==> src/rtl/annexb_pkg.sv <==
// Shared types, constants and the report builder for the Annex B NAL unit splitter.
// Used by annexb_nal_unit_splitter; depends on nothing else.
package annexb_pkg;

    // Width of the running unit byte counter.
    localparam int LENGTH_BITS = 24;
    // Width of the reported unit length.
    localparam int UNIT_LENGTH_W = 24;

    localparam logic [LENGTH_BITS-1:0] COUNT_MAX = {LENGTH_BITS{1'b1}};

    // Byte values that make up a start code.
    localparam logic [7:0] BYTE_ZERO = 8'h00;
    localparam logic [7:0] BYTE_ONE  = 8'h01;

    // NAL unit type codes that the classification looks at.
    localparam logic [4:0] NAL_TYPE_SLICE = 5'd1;
    localparam logic [4:0] NAL_TYPE_IDR   = 5'd5;
    localparam logic [4:0] NAL_TYPE_SEI   = 5'd6;
    localparam logic [4:0] NAL_TYPE_SPS   = 5'd7;
    localparam logic [4:0] NAL_TYPE_PPS   = 5'd8;
    localparam logic [4:0] NAL_TYPE_AUD   = 5'd9;

    // One finished unit as it leaves the block.
    typedef struct packed {
        logic [UNIT_LENGTH_W-1:0] unit_length;
        logic                     length_saturated;
        logic                     forbidden_flag;
        logic [1:0]               reference_idc;
        logic [4:0]               unit_type;
        logic                     key_frame;
        logic                     config_frame;
        logic                     droppable;
        logic                     decodable;
        logic                     closed_by_end;
    } nal_report_t;

    // Builds a report from the captured header bytes and the final length.
    function automatic nal_report_t build_report(
        input logic [7:0]             header_byte,
        input logic [7:0]             second_byte,
        input logic [LENGTH_BITS-1:0] len,
        input logic                   sat,
        input logic                   by_end
    );
        nal_report_t rep;
        logic [4:0]  nal_type;
        logic        dec;
        nal_type = header_byte[4:0];
        dec = (len >= LENGTH_BITS'(2)) && (nal_type >= NAL_TYPE_SLICE) &&
              (nal_type <= NAL_TYPE_IDR) && second_byte[7];
        rep.unit_length      = UNIT_LENGTH_W'(len);
        rep.length_saturated = sat;
        rep.forbidden_flag   = header_byte[7];
        rep.reference_idc    = header_byte[6:5];
        rep.unit_type        = nal_type;
        rep.key_frame        = (nal_type == NAL_TYPE_IDR) && dec;
        rep.config_frame     = (nal_type == NAL_TYPE_SPS) || (nal_type == NAL_TYPE_PPS);
        rep.droppable        = (nal_type == NAL_TYPE_SEI) || (nal_type == NAL_TYPE_AUD);
        rep.decodable        = dec;
        rep.closed_by_end    = by_end;
        return rep;
    endfunction

endpackage

==> src/rtl/annexb_nal_unit_splitter.sv <==
// Annex B NAL unit splitter: start code search, unit length count and header classification.
// Depends on annexb_pkg for the counter width, type codes and the report builder.
//
// Usage:
//   The input channel (s_valid, s_ready, s_data_byte, s_end_of_stream) takes one
//   word per byte of an H.264 Annex B byte stream. Bytes before the first start
//   code are dropped. Each NAL unit is reported once on the result channel
//   (m_valid, m_ready and the m_ report fields) when the next start code, or a
//   word marked end of stream, closes it. Units of zero length are not reported.
//   A report is registered into the output register from the closing word, or into
//   the skid register while the output is held. Throughput: one word per cycle
//   while s_ready is high; the scanner state is updated from the accepted word.
//   The result side is a two-entry output register plus skid register, so the
//   block keeps taking words while one report waits; s_ready drops only while
//   the skid register holds a second report, and rises the cycle after the
//   receiver takes one.
//   Reset (aresetn low, synchronous) empties both result registers and returns
//   the scanner to the search for the first start code. The block also returns
//   to that state after every word marked end of stream.
module annexb_nal_unit_splitter (
    input  logic                               aclk,
    input  logic                               aresetn,
    input  logic                               s_valid,
    output logic                               s_ready,
    input  logic [7:0]                         s_data_byte,
    input  logic                               s_end_of_stream,
    output logic                               m_valid,
    input  logic                               m_ready,
    output logic [annexb_pkg::UNIT_LENGTH_W-1:0] m_unit_length,
    output logic                               m_length_saturated,
    output logic                               m_forbidden_flag,
    output logic [1:0]                         m_reference_idc,
    output logic [4:0]                         m_unit_type,
    output logic                               m_key_frame,
    output logic                               m_config_frame,
    output logic                               m_droppable,
    output logic                               m_decodable,
    output logic                               m_closed_by_end
);
    import annexb_pkg::*;

    // Scanner state.
    logic [23:0]            recent_reg, recent_next;
    logic                   inside_reg, inside_next;
    logic [LENGTH_BITS-1:0] count_reg, count_next;
    logic [7:0]             header_reg, header_next;
    logic [7:0]             second_reg, second_next;
    logic                   ovf_reg, ovf_next;

    // Result registers: output stage and skid stage.
    logic                   m_valid_reg, m_valid_next;
    nal_report_t            m_data_reg, m_data_next;
    logic                   skid_valid_reg, skid_valid_next;
    nal_report_t            skid_data_reg, skid_data_next;

    logic                   s_fire;
    logic                   start_code;
    logic                   res_valid;
    nal_report_t            res_data;
    logic [LENGTH_BITS-1:0] strip;
    logic [LENGTH_BITS-1:0] start_len;

    assign s_ready    = ~skid_valid_reg;
    assign s_fire     = s_valid & s_ready;
    assign start_code = (recent_reg[15:0] == {BYTE_ZERO, BYTE_ZERO}) &&
                        (s_data_byte == BYTE_ONE);

    // A three-byte start code removes two counted zeros, a four-byte one three.
    assign strip = (recent_reg[23:16] == BYTE_ZERO) ? LENGTH_BITS'(3) : LENGTH_BITS'(2);
    always_comb begin
        if (ovf_reg) begin
            start_len = COUNT_MAX;
        end else if (count_reg > strip) begin
            start_len = count_reg - strip;
        end else begin
            start_len = '0;
        end
    end

    // Scanner update for one accepted word and the report it may close.
    always_comb begin
        recent_next = recent_reg;
        inside_next = inside_reg;
        count_next  = count_reg;
        header_next = header_reg;
        second_next = second_reg;
        ovf_next    = ovf_reg;
        res_valid   = 1'b0;
        res_data    = build_report(header_reg, second_reg, start_len, ovf_reg, 1'b0);

        if (s_fire) begin
            if (start_code) begin
                // Close the open unit, then open a fresh one.
                res_valid   = inside_reg && ((start_len != '0) || ovf_reg);
                inside_next = 1'b1;
                count_next  = '0;
                header_next = '0;
                second_next = '0;
                ovf_next    = 1'b0;
                recent_next = '1;
            end else begin
                if (inside_reg) begin
                    if (count_reg == LENGTH_BITS'(0)) begin
                        header_next = s_data_byte;
                    end else if (count_reg == LENGTH_BITS'(1)) begin
                        second_next = s_data_byte;
                    end
                    if (count_reg != COUNT_MAX) begin
                        count_next = count_reg + LENGTH_BITS'(1);
                    end else begin
                        ovf_next = 1'b1;
                    end
                end
                recent_next = {recent_reg[15:0], s_data_byte};
            end

            // End of stream flushes an open unit with all its bytes and resets.
            if (s_end_of_stream) begin
                if (inside_next && !res_valid && ((count_next != '0) || ovf_next)) begin
                    res_valid = 1'b1;
                    res_data  = build_report(header_next, second_next,
                                             ovf_next ? COUNT_MAX : count_next,
                                             ovf_next, 1'b1);
                end
                recent_next = '1;
                inside_next = 1'b0;
                count_next  = '0;
                header_next = '0;
                second_next = '0;
                ovf_next    = 1'b0;
            end
        end
    end

    // Output register with a skid stage behind it.
    always_comb begin
        m_valid_next    = m_valid_reg;
        m_data_next     = m_data_reg;
        skid_valid_next = skid_valid_reg;
        skid_data_next  = skid_data_reg;
        if (!m_valid_reg || m_ready) begin
            if (skid_valid_reg) begin
                m_valid_next    = 1'b1;
                m_data_next     = skid_data_reg;
                skid_valid_next = 1'b0;
            end else begin
                m_valid_next = res_valid;
                m_data_next  = res_data;
            end
        end else if (res_valid) begin
            skid_valid_next = 1'b1;
            skid_data_next  = res_data;
        end
    end

    // State and result registers.
    always_ff @(posedge aclk) begin
        if (!aresetn) begin
            recent_reg     <= '1;
            inside_reg     <= 1'b0;
            count_reg      <= '0;
            header_reg     <= '0;
            second_reg     <= '0;
            ovf_reg        <= 1'b0;
            m_valid_reg    <= 1'b0;
            skid_valid_reg <= 1'b0;
        end else begin
            recent_reg     <= recent_next;
            inside_reg     <= inside_next;
            count_reg      <= count_next;
            header_reg     <= header_next;
            second_reg     <= second_next;
            ovf_reg        <= ovf_next;
            m_valid_reg    <= m_valid_next;
            skid_valid_reg <= skid_valid_next;
        end
        m_data_reg    <= m_data_next;
        skid_data_reg <= skid_data_next;
    end

    assign m_valid            = m_valid_reg;
    assign m_unit_length      = m_data_reg.unit_length;
    assign m_length_saturated = m_data_reg.length_saturated;
    assign m_forbidden_flag   = m_data_reg.forbidden_flag;
    assign m_reference_idc    = m_data_reg.reference_idc;
    assign m_unit_type        = m_data_reg.unit_type;
    assign m_key_frame        = m_data_reg.key_frame;
    assign m_config_frame     = m_data_reg.config_frame;
    assign m_droppable        = m_data_reg.droppable;
    assign m_decodable        = m_data_reg.decodable;
    assign m_closed_by_end    = m_data_reg.closed_by_end;

`ifndef SYNTHESIS
    // The skid stage is only filled behind a held output word.
    a_skid_behind_output: assert property (@(posedge aclk) disable iff (!aresetn)
        skid_valid_reg |-> m_valid_reg)
        else $error("skid register holds a report while the output is empty");

    // A report can only come from an open unit.
    a_report_needs_unit: assert property (@(posedge aclk) disable iff (!aresetn)
        res_valid |-> inside_reg)
        else $error("report produced while searching for a start code");

    // After an end-of-stream word the scanner is back in its search state.
    a_eos_resets: assert property (@(posedge aclk) disable iff (!aresetn)
        (s_fire && s_end_of_stream) |=> (!inside_reg && (recent_reg == 24'hFFFFFF)))
        else $error("scanner not reset after end of stream");

    // The overflow flag is only set with a saturated counter.
    a_overflow_saturated: assert property (@(posedge aclk) disable iff (!aresetn)
        ovf_reg |-> (count_reg == COUNT_MAX))
        else $error("overflow flag set below the counter maximum");
`endif

endmodule

==> config.mk <==
export PLATFORM = sky130hd
export DESIGN_NAME = annexb_nal_unit_splitter
export DESIGN_NICKNAME = d
export VERILOG_FILES = /design/src/rtl/annexb_pkg.sv /design/src/rtl/annexb_nal_unit_splitter.sv
export SDC_FILE = /design/constraint.sdc
export NUM_CORES = 1
export LEC_CHECK = 0
export BUFFER_PORTS_ARGS = -buffer_cell sky130_fd_sc_hd__buf_2
export CORE_MARGIN = 3
export CORE_UTILIZATION = 40
export DETAILED_ROUTE_END_ITERATION = 8
export PLACE_DENSITY_LB_ADDON = 0.3
export SYNTH_ARGS = -nofsm -noshare
export SYNTH_HDL_FRONTEND = slang
export SYNTH_SLANG_ARGS = --single-unit
==> constraint.sdc <==
create_clock -name aclk -period 5.1 [get_ports aclk]
set_input_delay 0.51 -clock aclk [delete_from_list [all_inputs] [get_ports aclk]]
set_output_delay 0.51 -clock aclk [all_outputs]
set_load 0.01 [all_outputs]
; ---- After elaboration in Yosys (flattened, before gate mapping)
; Index checks and enable logic that the tools add are counted.
[word_totals]
reg_bits = 137
in_bits = 13
out_inout_bits = 40
[op_classes]
add_sub_neg = 2
magnitude_cmp = 7
eq_ne = 13
mux = 40
n_bitwise = 4
n_reduce_logical = 28
[op_table]
columns = op, n
row1 = $mux 24, 10
row2 = $mux 38, 4
row3 = $mux 8, 11
row4 = $ge 24x2->1 const B, 2
row5 = $reduce_bool 24->1, 2
row6 = $eq 5x3->1 const B, 6
row7 = $add 24x1->24 const B, 1
row8 = $eq 24x1->1 const B, 1
row9 = $gt 24x2->1, 1
row10 = $logic_not 24->1, 1
row11 = $ne 24x24->1 const B, 1
row12 = $sub 24x2->24, 1
row13 = $eq 5x4->1 const B, 4
row14 = $logic_not 16->1, 1
row15 = $mux 1, 15
row16 = $logic_and 1x1->1, 12
row17 = $ge 5x1->1 const B, 2
row18 = $le 5x3->1 const B, 2
row19 = $eq 8x1->1 const B, 1
row20 = $logic_not 8->1, 1
row21 = $logic_or 1x1->1, 7
row22 = $not 1->1, 3
row23 = $logic_not 1->1, 2
row24 = $reduce_and 2->1, 1
row25 = 2 further kinds, 2

; ---- Longest topological paths before layout
; Gate-level depths: netlist of run 1.
[logic_depth]
word_depth = 17
depth_mapped = 17
depth_no_buf = 15

; ---- Least setup slack after synthesis of run 1
; Ideal clock, no wire load.
[synth_path]
kind = reg-to-reg
startpoint = reg recent_reg[20]
endpoint = reg skid_data_reg[0] in the netlist's numbering, enable pin
setup_ns = 0.446
arrival_ns = 5.164
t_required_ns = 4.654
slack_ns = -0.510
stages_incl_launch_ff = 16
synth_period_minus_slack_ns = 5.610
cell_sequence = dfxtp_1 -> or4_1 -> nor2_1 -> ha_1 -> inv_1 -> ha_1 -> nor3_1 -> nand3_1 -> xnor2_1 -> a2111o_1 -> nor4_2 -> a21oi_1 -> nor2_2 -> nand2_1 -> buf_2 -> a21oi_1
[synth_between]
elab_chain_cells = 17
word_cells_on_any_way = 18
cone_classes = 1 x add/sub / 1 x order compare / 8 x mux / 8 x reduce/logical
[synth_rtl]
columns = item, line_no
row1 = "start, declared", annexb_nal_unit_splitter.sv:43  ; logic [23:0] recent_reg, recent_next;
row2 = "start signal, assigned", annexb_nal_unit_splitter.sv:168  ; recent_reg <= recent_next;
row3 = $logic_not 8->1 *, annexb_nal_unit_splitter.sv:69  ; assign strip = (recent_reg[23:16] == BYTE_ZERO) ? LENGTH_BITS'(3) : LENGTH_BITS'(2);
row4 = $mux 1 *, annexb_nal_unit_splitter.sv:69
row5 = $sub 24x2->24 / $gt 24x2->1 (equally long branches), "annexb_nal_unit_splitter.sv:74, annexb_nal_unit_splitter.sv:73"
row6 = $mux 24 *, annexb_nal_unit_splitter.sv:73  ; end else if (count_reg > strip) begin
row7 = $mux 24 *, annexb_nal_unit_splitter.sv:71  ; if (ovf_reg) begin
row8 = $reduce_bool 24->1 *, annexb_nal_unit_splitter.sv:94  ; res_valid = inside_reg && ((start_len != '0) || ovf_reg);
row9 = $logic_or 1x1->1 *, annexb_nal_unit_splitter.sv:94
row10 = $logic_and 1x1->1 *, annexb_nal_unit_splitter.sv:94
row11 = $mux 1 *, annexb_nal_unit_splitter.sv:92  ; if (start_code) begin
row12 = $mux 1 *, annexb_nal_unit_splitter.sv:91  ; if (s_fire) begin
row13 = $logic_not 1->1, annexb_nal_unit_splitter.sv:119  ; if (inside_next && !res_valid && ((count_next != '0) || ovf_next)) begin
row14 = $logic_and 1x1->1 (2 in series), annexb_nal_unit_splitter.sv:119
row15 = $mux 1, annexb_nal_unit_splitter.sv:119
row16 = $mux 1 *, annexb_nal_unit_splitter.sv:118  ; if (s_end_of_stream) begin
row17 = $mux 1 *, annexb_nal_unit_splitter.sv:91
row18 = $reduce_and 2->1 (no source line) *, -
row19 = "end signal, assigned", annexb_nal_unit_splitter.sv:178  ; skid_data_reg <= skid_data_next;
row20 = "end, declared", annexb_nal_unit_splitter.sv:54  ; nal_report_t skid_data_reg, skid_data_next;
; Mark *: on every way between the ends. The rest lies on a longest branch, timed or not. The select of a mux whose other input is x is not followed.
; A chain may end at the register's enable or synchronous reset.

; ---- Final worst setup path of run 1
[layout_path]
startpoint = reg count_reg[12]
endpoint = reg m_data_reg, in the netlist m_unit_length[16] (data pin)
[layout_between]
elab_chain_cells = 15
word_cells_on_any_way = 29
cone_classes = 2 x add/sub / 1 x order compare / 1 x eq/ne / 17 x mux / 8 x reduce/logical
[layout_rtl]
columns = item, line_no
row1 = "start, declared", annexb_nal_unit_splitter.sv:45  ; logic [LENGTH_BITS-1:0] count_reg, count_next;
row2 = "start signal, assigned", annexb_nal_unit_splitter.sv:170  ; count_reg <= count_next;
row3 = $sub 24x2->24 / $gt 24x2->1 (equally long branches), "annexb_nal_unit_splitter.sv:74, annexb_nal_unit_splitter.sv:73"
row4 = $mux 24, annexb_nal_unit_splitter.sv:73
row5 = $mux 24, annexb_nal_unit_splitter.sv:71
row6 = $reduce_bool 24->1, annexb_nal_unit_splitter.sv:94
row7 = $logic_or 1x1->1, annexb_nal_unit_splitter.sv:94
row8 = $logic_and 1x1->1, annexb_nal_unit_splitter.sv:94
row9 = $mux 1, annexb_nal_unit_splitter.sv:92
row10 = $mux 1, annexb_nal_unit_splitter.sv:91
row11 = $logic_not 1->1, annexb_nal_unit_splitter.sv:119
row12 = $logic_and 1x1->1 (2 in series), annexb_nal_unit_splitter.sv:119
row13 = $mux 38, annexb_nal_unit_splitter.sv:119
row14 = $mux 38, annexb_nal_unit_splitter.sv:118
row15 = $mux 38 *, annexb_nal_unit_splitter.sv:91
row16 = $mux 38 *, annexb_nal_unit_splitter.sv:142  ; if (skid_valid_reg) begin
row17 = "end signal, assigned", annexb_nal_unit_splitter.sv:177  ; m_data_reg <= m_data_next;
row18 = "end, declared", annexb_nal_unit_splitter.sv:52  ; nal_report_t m_data_reg, m_data_next;
; Marks and branches as above.

==> impl_metrics.json, run 1 <==
{
  "status": "complete, no violations",
  "r2r_setup_slack_ns": 0.55,
  "syn_nets": 932,
  "hold_viol_final": 0,
  "synth-edff-count": 76,
  "port_buffers": 52,
  "slew_headroom": 0.3370,
  "fmax_mhz": 219.6,
  "clk_pin_slew_ns": 0.06,
  "drtPass1Iterations": 5,
  "grt_setup_unrepaired": "no",
  "mappedNetlistArea_sq_um": 8063,
  "insertion_delay_ns": 0.43,
  "layout_commonest_cell": "nor2_1",
  "cp_data_required_time_ns": 5.26,
  "setup_viol": 0,
  "num_vias": 7358,
  "slew_viol_final": 0,
  "fin_total_pwr_w": 0.002534,
  "place_area_sq_um": 8672,
  "row_count": 51,
  "rr_endpoint": "m_unit_length[16]",
  "antenna_found_initial": 0,
  "gr-usage-met3": 0.04016,
  "hold-path-endpoint": "header_reg[5]",
  "yosys_warnings": 0,
  "grt_pass1_vias": 6708,
  "fin_nets": 966,
  "ys_async_sr_fraction": 0,
  "hold_path_depth": 3,
  "timing.setup.tns_ns": 0,
  "clk_path_buf_depth": 2,
  "grt_max_degree": 62,
  "initial_core_util": 0.4102,
  "fin_crit_sh": 0.8929,
  "use_met2": 0.3357,
  "worstSetupEndpointType": "flop",
  "largest_reg_flops": 38,
  "drc": 0,
  "postRouteAntennaNets": 0,
  "num_io_pins": 53,
  "finalCriticalPeriod_ns": 4.554,
  "clock_sinks": 137,
  "powerDensity_nw_per_um2": 272.3,
  "coreArea_sq_um": 19650,
  "hpwl_microns": 17090,
  "dieArea_sq_um": 21900,
  "drt-vias-per-instance": 6.002,
  "routed_wirelength_microns": 24710,
  "r2r_cells": 11,
  "fin_area_sq_um": 9305,
  "cts_tree": "done",
  "crit_start": "count_reg[12]",
  "grt_pass1_wl_microns": 38690,
  "critPathMaxFanout": 16,
  "drive_gt1_frac": 0.1623,
  "cts_root_buffer": "clkbuf_16",
  "cap_violations": 0,
  "grt.overflow.total": 0,
  "synth_seq_cells": 137,
  "finalClockSkew_ns": 0.009900,
  "hold_ws_ns": 0.4189,
  "critical_path_class": "flop to flop",
  "cts.repair.resized": 0,
  "syn_inst": 914,
  "die_h_microns": 148.0,
  "worst_ep_arrival_time_ns": 4.71,
  "cts_hold_buffers": 0,
  "top_usage_layer": "met2",
  "worst_slew_pin_slew_ns": 0.9945,
  "place.gp.congestion": 1.000,
  "reg2reg_from": "count_reg[12]",
  "ir_drop_mv": 0.2172,
  "h-tree-depth": 4,
  "wl_per_cell_microns": 20.15,
  "first_iter_violations": 1046,
  "n_antenna_cell": 0,
  "start_kind": "flop",
  "synth_area_per_cell_sq_um": 8.821,
  "synthFlopType": "edfxtp_1",
  "dieWidth_microns": 148.0,
  "power_leakage_nw": 3.597,
  "seq_area_frac_synth": 0.4345,
  "syn_to_final_growth_pct": 15.41,
  "post_cts_buffers": 0,
  "hold_path_class": "primary input to flop",
  "numCtsBuffers": 17,
  "mostFrequentLayoutCells": "nor2_1, edfxtp_1, nand2_1",
  "hold_start": "s_data_byte[5]",
  "synthDistinctLibCells": 75,
  "grt_use_met1": 0.3241,
  "track_usage": 0.2231
}
## how the worst max path moves through the flow
stage | to | slack (ns) | cells past startpoint
4_1_cts | skid_data_reg[4] | 0.36 | 15
6_report | m_unit_length[16] | 0.55 | 11
3_5_place_dp | skid_data_reg[9] | 0.37 | 15
5_1_grt | m_unit_length[22] | 0.26 | 10
2_1_floorplan | skid_data_reg[0] | 0.26 | 15
3_3_place_gp | skid_data_reg[0] | 0.45 | 15
## power by group
part           leakage (nW)   total, W  switching [W]  internal (W)
Combinational          2.01  0.0000533      0.0000391     0.0000142
Sequential             1.29    0.00116     0.00000286       0.00116
Clock                 0.298    0.00132       0.000497      0.000825
Total                  3.60    0.00253       0.000539       0.00200
## critical path, stage by stage, from the launching register on
cell	delay, ns
dfxtp_1	0.62
nand4_1	0.40
nor4_4	0.50
a21boi_0	0.27
mux2i_1	0.25
or4_1	0.63
nor4_1	0.51
nand3_2	0.15
buf_4	0.23
a21oi_2	0.42
buf_12	0.21
a211oi_1	0.09
## cells in the mapped netlist (all sizes together), types with 4 or more instances
library cell,instances,area [sq um]
nand3,20,115.1
buf,35,181.4
and4,4,35.03
ha,5,62.56
nand2b,4,25.02
nand2,70,267.8
o21bai,4,30.03
nor2,81,306.6
nor4,34,270.3
or3,13,81.33
nand4,25,156.4
and2,11,68.82
mux2i,10,100.1
a21oi,51,259.0
a31oi,7,43.79
xor2,10,87.58
xnor2,15,131.4
nor3,47,240.2
o21a,5,37.54
a2111oi,4,40.04
a211oi,13,97.59
a21o,7,52.55
dfxtp,61,1221
o31ai,12,95.09
a211o,5,43.79
a22oi,23,172.7
edfxtp,76,2282
nor2b,37,231.5
and3,13,81.33
a2bb2oi,4,35.03
or4,10,78.82
a221oi,14,122.6
a21boi,4,30.03
o21ai,59,295.3
or2,8,50.05
o211ai,6,45.04
inv,28,105.1
clkbuf,48,180.2
## metrics by stage
stage | cells | setup WS [ns] | util
after floorplan | 914 | 0.2611 | -
after global placement | 1193 | 0.4483 | 0.4412
after detailed placement | 1193 | 0.3676 | 0.4412
after CTS | 1225 | 0.3581 | 0.4730
after global routing | 1226 | 0.2600 | 0.4735
final | 1226 | 0.5464 | 0.4735
## area by class of cell
type                    instances  area [sq um]
well taps                     265         331.6
fillers                      1918         10350
flip-flops and latches        137          3503
clock buffers                  19         432.9
multi-input cells             667          4118
clock inverters                13         191.4
repair buffers                 97         623.1
inverters                      28         105.1
## logic make-up after synthesis
logic type,synth area share
AOI/OAI and AO/OA,0.2007
xor gates and xnor gates,0.02716
adders and majority gates,0.007759
buffers and inverters,0.05788
DFF,0.4345
muxes,0.01660
and+or+nand+nor,0.2554
## layer usage
| metal | part of all wire | up-vias |
|---|---|---|
| met2 | 0.44 | 336 |
| met4 | 0.025 | 0 |
| met1 | 0.46 | 3501 |
| met5 | 0 | - |
| li1 | - | 3477 |
| met3 | 0.076 | 44 |
(Power assumes the default switching activity.)
==> run 2, diff against run 1 <==
--- a/config.mk
+++ b/config.mk
@@ -10,6 +10,7 @@
 export CORE_UTILIZATION = 40
 export DETAILED_ROUTE_END_ITERATION = 8
 export PLACE_DENSITY_LB_ADDON = 0.3
+export REMOVE_ABC_BUFFERS = 1
 export SYNTH_ARGS = -nofsm -noshare
 export SYNTH_HDL_FRONTEND = slang
 export SYNTH_SLANG_ARGS = --single-unit
==> impl_metrics.json, run 2 (synthesized netlist as in run 1, its figures left out) <==
{
  "first_iter_violations": 810,
  "crit_start": "recent_reg[16]",
  "worst_slew_pin_slew_ns": 0.9441,
  "grt_pass1_wl_microns": 38410,
  "num_io_pins": 53,
  "slew_viol_final": 0,
  "cts.repair.resized": 0,
  "syn_to_final_growth_pct": 14.00,
  "seq_area_sq_um": 3503,
  "clock_sinks": 137,
  "r2r_cells": 15,
  "status": "complete, no violations",
  "place_area_sq_um": 8620,
  "num_vias": 7335,
  "cts_hold_buffers": 0,
  "cp_data_required_time_ns": 5.24,
  "drc": 0,
  "power_leakage_nw": 3.544,
  "n_antenna_cell": 0,
  "drt-vias-per-instance": 6.022,
  "fin_crit_sh": 0.9162,
  "post_cts_buffers": 0,
  "fin_area_sq_um": 9191,
  "hold_start": "s_data_byte[5]",
  "cap_violations": 0,
  "crit_chain": "or4_1, nor2_1, ha_1, inv_1, ha_1, nor3_1, nand3_1, xnor2_1, a2111o_1, nor4_2, a21oi_1, or2_1, buf_4, nor4_1, a221oi_1",
  "dieArea_sq_um": 21900,
  "hold_viol_final": 0,
  "row_count": 51,
  "hold-path-endpoint": "header_reg[5]",
  "start_kind": "flop",
  "n_fill_cell": 1928,
  "ir_drop_mv": 0.1709,
  "p_clk_frac": 0.499,
  "numCtsBuffers": 17,
  "hold_path_class": "primary input to flop",
  "port_buffers": 52,
  "critPathMaxFanout": 31,
  "critical_path_class": "flop to flop",
  "reg2reg_from": "recent_reg[16]",
  "coreArea_sq_um": 19650,
  "routed_wirelength_microns": 24420,
  "worstSetupEndpointType": "flop",
  "slew_headroom": 0.3706,
  "initial_core_util": 0.4102,
  "largest_reg_flops": 38,
  "finalCriticalPeriod_ns": 4.672,
  "setup_viol": 0,
  "seq_power_share": 0.480,
  "timing.setup.tns_ns": 0,
  "p_int_w": 0.001875,
  "track_usage": 0.2205,
  "grt_setup_unrepaired": "no",
  "die_h_microns": 148.0,
  "switchingPower_w": 0.0005403,
  "grt.overflow.total": 0,
  "fmax_mhz": 214.0,
  "postRouteAntennaNets": 0,
  "antenna_found_initial": 0,
  "finalClockSkew_ns": 0.01081,
  "clk_pin_slew_ns": 0.06,
  "pwr-share-comb": 0.021,
  "hpwl_microns": 16960,
  "r2r_setup_slack_ns": 0.43,
  "critPathMaxStageDelay_ns": 0.58,
  "cts_root_buffer": "clkbuf_16",
  "mostFrequentLayoutCells": "nor2_1, edfxtp_1, nand2_1",
  "fin_nets": 958,
  "crit_buf_inv": 2,
  "multi_input_area_sq_um": 4109,
  "drtPass1Iterations": 5,
  "worst_ep_arrival_time_ns": 4.81,
  "powerDensity_nw_per_um2": 262.8,
  "cpMostUsedCell": "ha_1",
  "clk_path_buf_depth": 2,
  "dieWidth_microns": 148.0,
  "cpLargestDelayFamily": "simple AND/OR/NAND/NOR gates",
  "layout_commonest_cell": "nor2_1",
  "rr_endpoint": "m_unit_length[6]",
  "wl_per_cell_microns": 20.05,
  "cts_tree": "done",
  "insertion_delay_ns": 0.43,
  "drive_gt1_frac": 0.1563,
  "crit_slowest_cell": "nor4_1",
  "grt_max_degree": 62,
  "place.gp.congestion": 1.009,
  "h-tree-depth": 4,
  "hold_path_depth": 3,
  "grt_pass1_vias": 6680,
  "netSwitchingFraction": 0.2237
}
run 2: worst min-delay path: stages:
cell and delay (ns):
buf_2 0.11, a22oi_1 0.07, nor2b_1 0.10
run 2: area by class of cell:
class / count / share of cell area
clock buffers: 20 / 0.04982
clock inverters: 12 / 0.01239
inverters: 28 / 0.01143
multi-input cells: 666 / 0.4470
flip-flops and latches: 137 / 0.3812
well taps: 265 / 0.03607
repair buffers: 90 / 0.06207
run 2: through the flow:
step           std cells  worst slack [ns]  hold WS, ns    util  power, W
5_1_grt             1218           0.09991       0.4010  0.4677  0.002489
3_5_place_dp        1186            0.4734       0.4829  0.4386  0.001234
6_report            1218            0.4275       0.4058  0.4677  0.002416
4_1_cts             1218            0.4695       0.3961  0.4677  0.002430
3_3_place_gp        1186            0.4682       0.4703  0.4386  0.001234
2_1_floorplan        831           -0.9012       0.4508       -  0.001205
run 2: power by group through the flow:
stage	sequential [W]	combinational [W]	clock [W]
2_1_floorplan	0.00118	0.0000227	0
6_report	0.00116	0.0000518	0.00120
3_3_place_gp	0.00118	0.0000509	0
5_1_grt	0.00116	0.0000561	0.00127
3_5_place_dp	0.00118	0.0000513	0
4_1_cts	0.00116	0.0000511	0.00122
run 2: per-layer routing:
| layer | routed length (microns) | up-vias | track usage | part of all wire |
|---|---|---|---|---|
| met5 | 0 | - | 0 | 0 |
| met4 | 546 | 0 | 0.06790 | 0.022 |
| met3 | 1841 | 44 | 0.04537 | 0.075 |
| met2 | 10930 | 358 | 0.3346 | 0.45 |
| met1 | 11100 | 3475 | 0.3176 | 0.45 |
| li1 | - | 3458 | - | - |
run 2: how the worst max path moves through the flow:
| stage | endpoint | slack, ns | cells after the start |
|---|---|---|---|
| CTS | m_unit_length[14] | 0.47 | 15 |
| detailed placement | m_unit_length[14] | 0.47 | 15 |
| floorplan | skid_data_reg[0] | -0.90 | 13 |
| global route | m_unit_length[14] | 0.1 | 15 |
| finish | m_unit_length[6] | 0.43 | 15 |
| global placement | m_unit_length[14] | 0.47 | 15 |
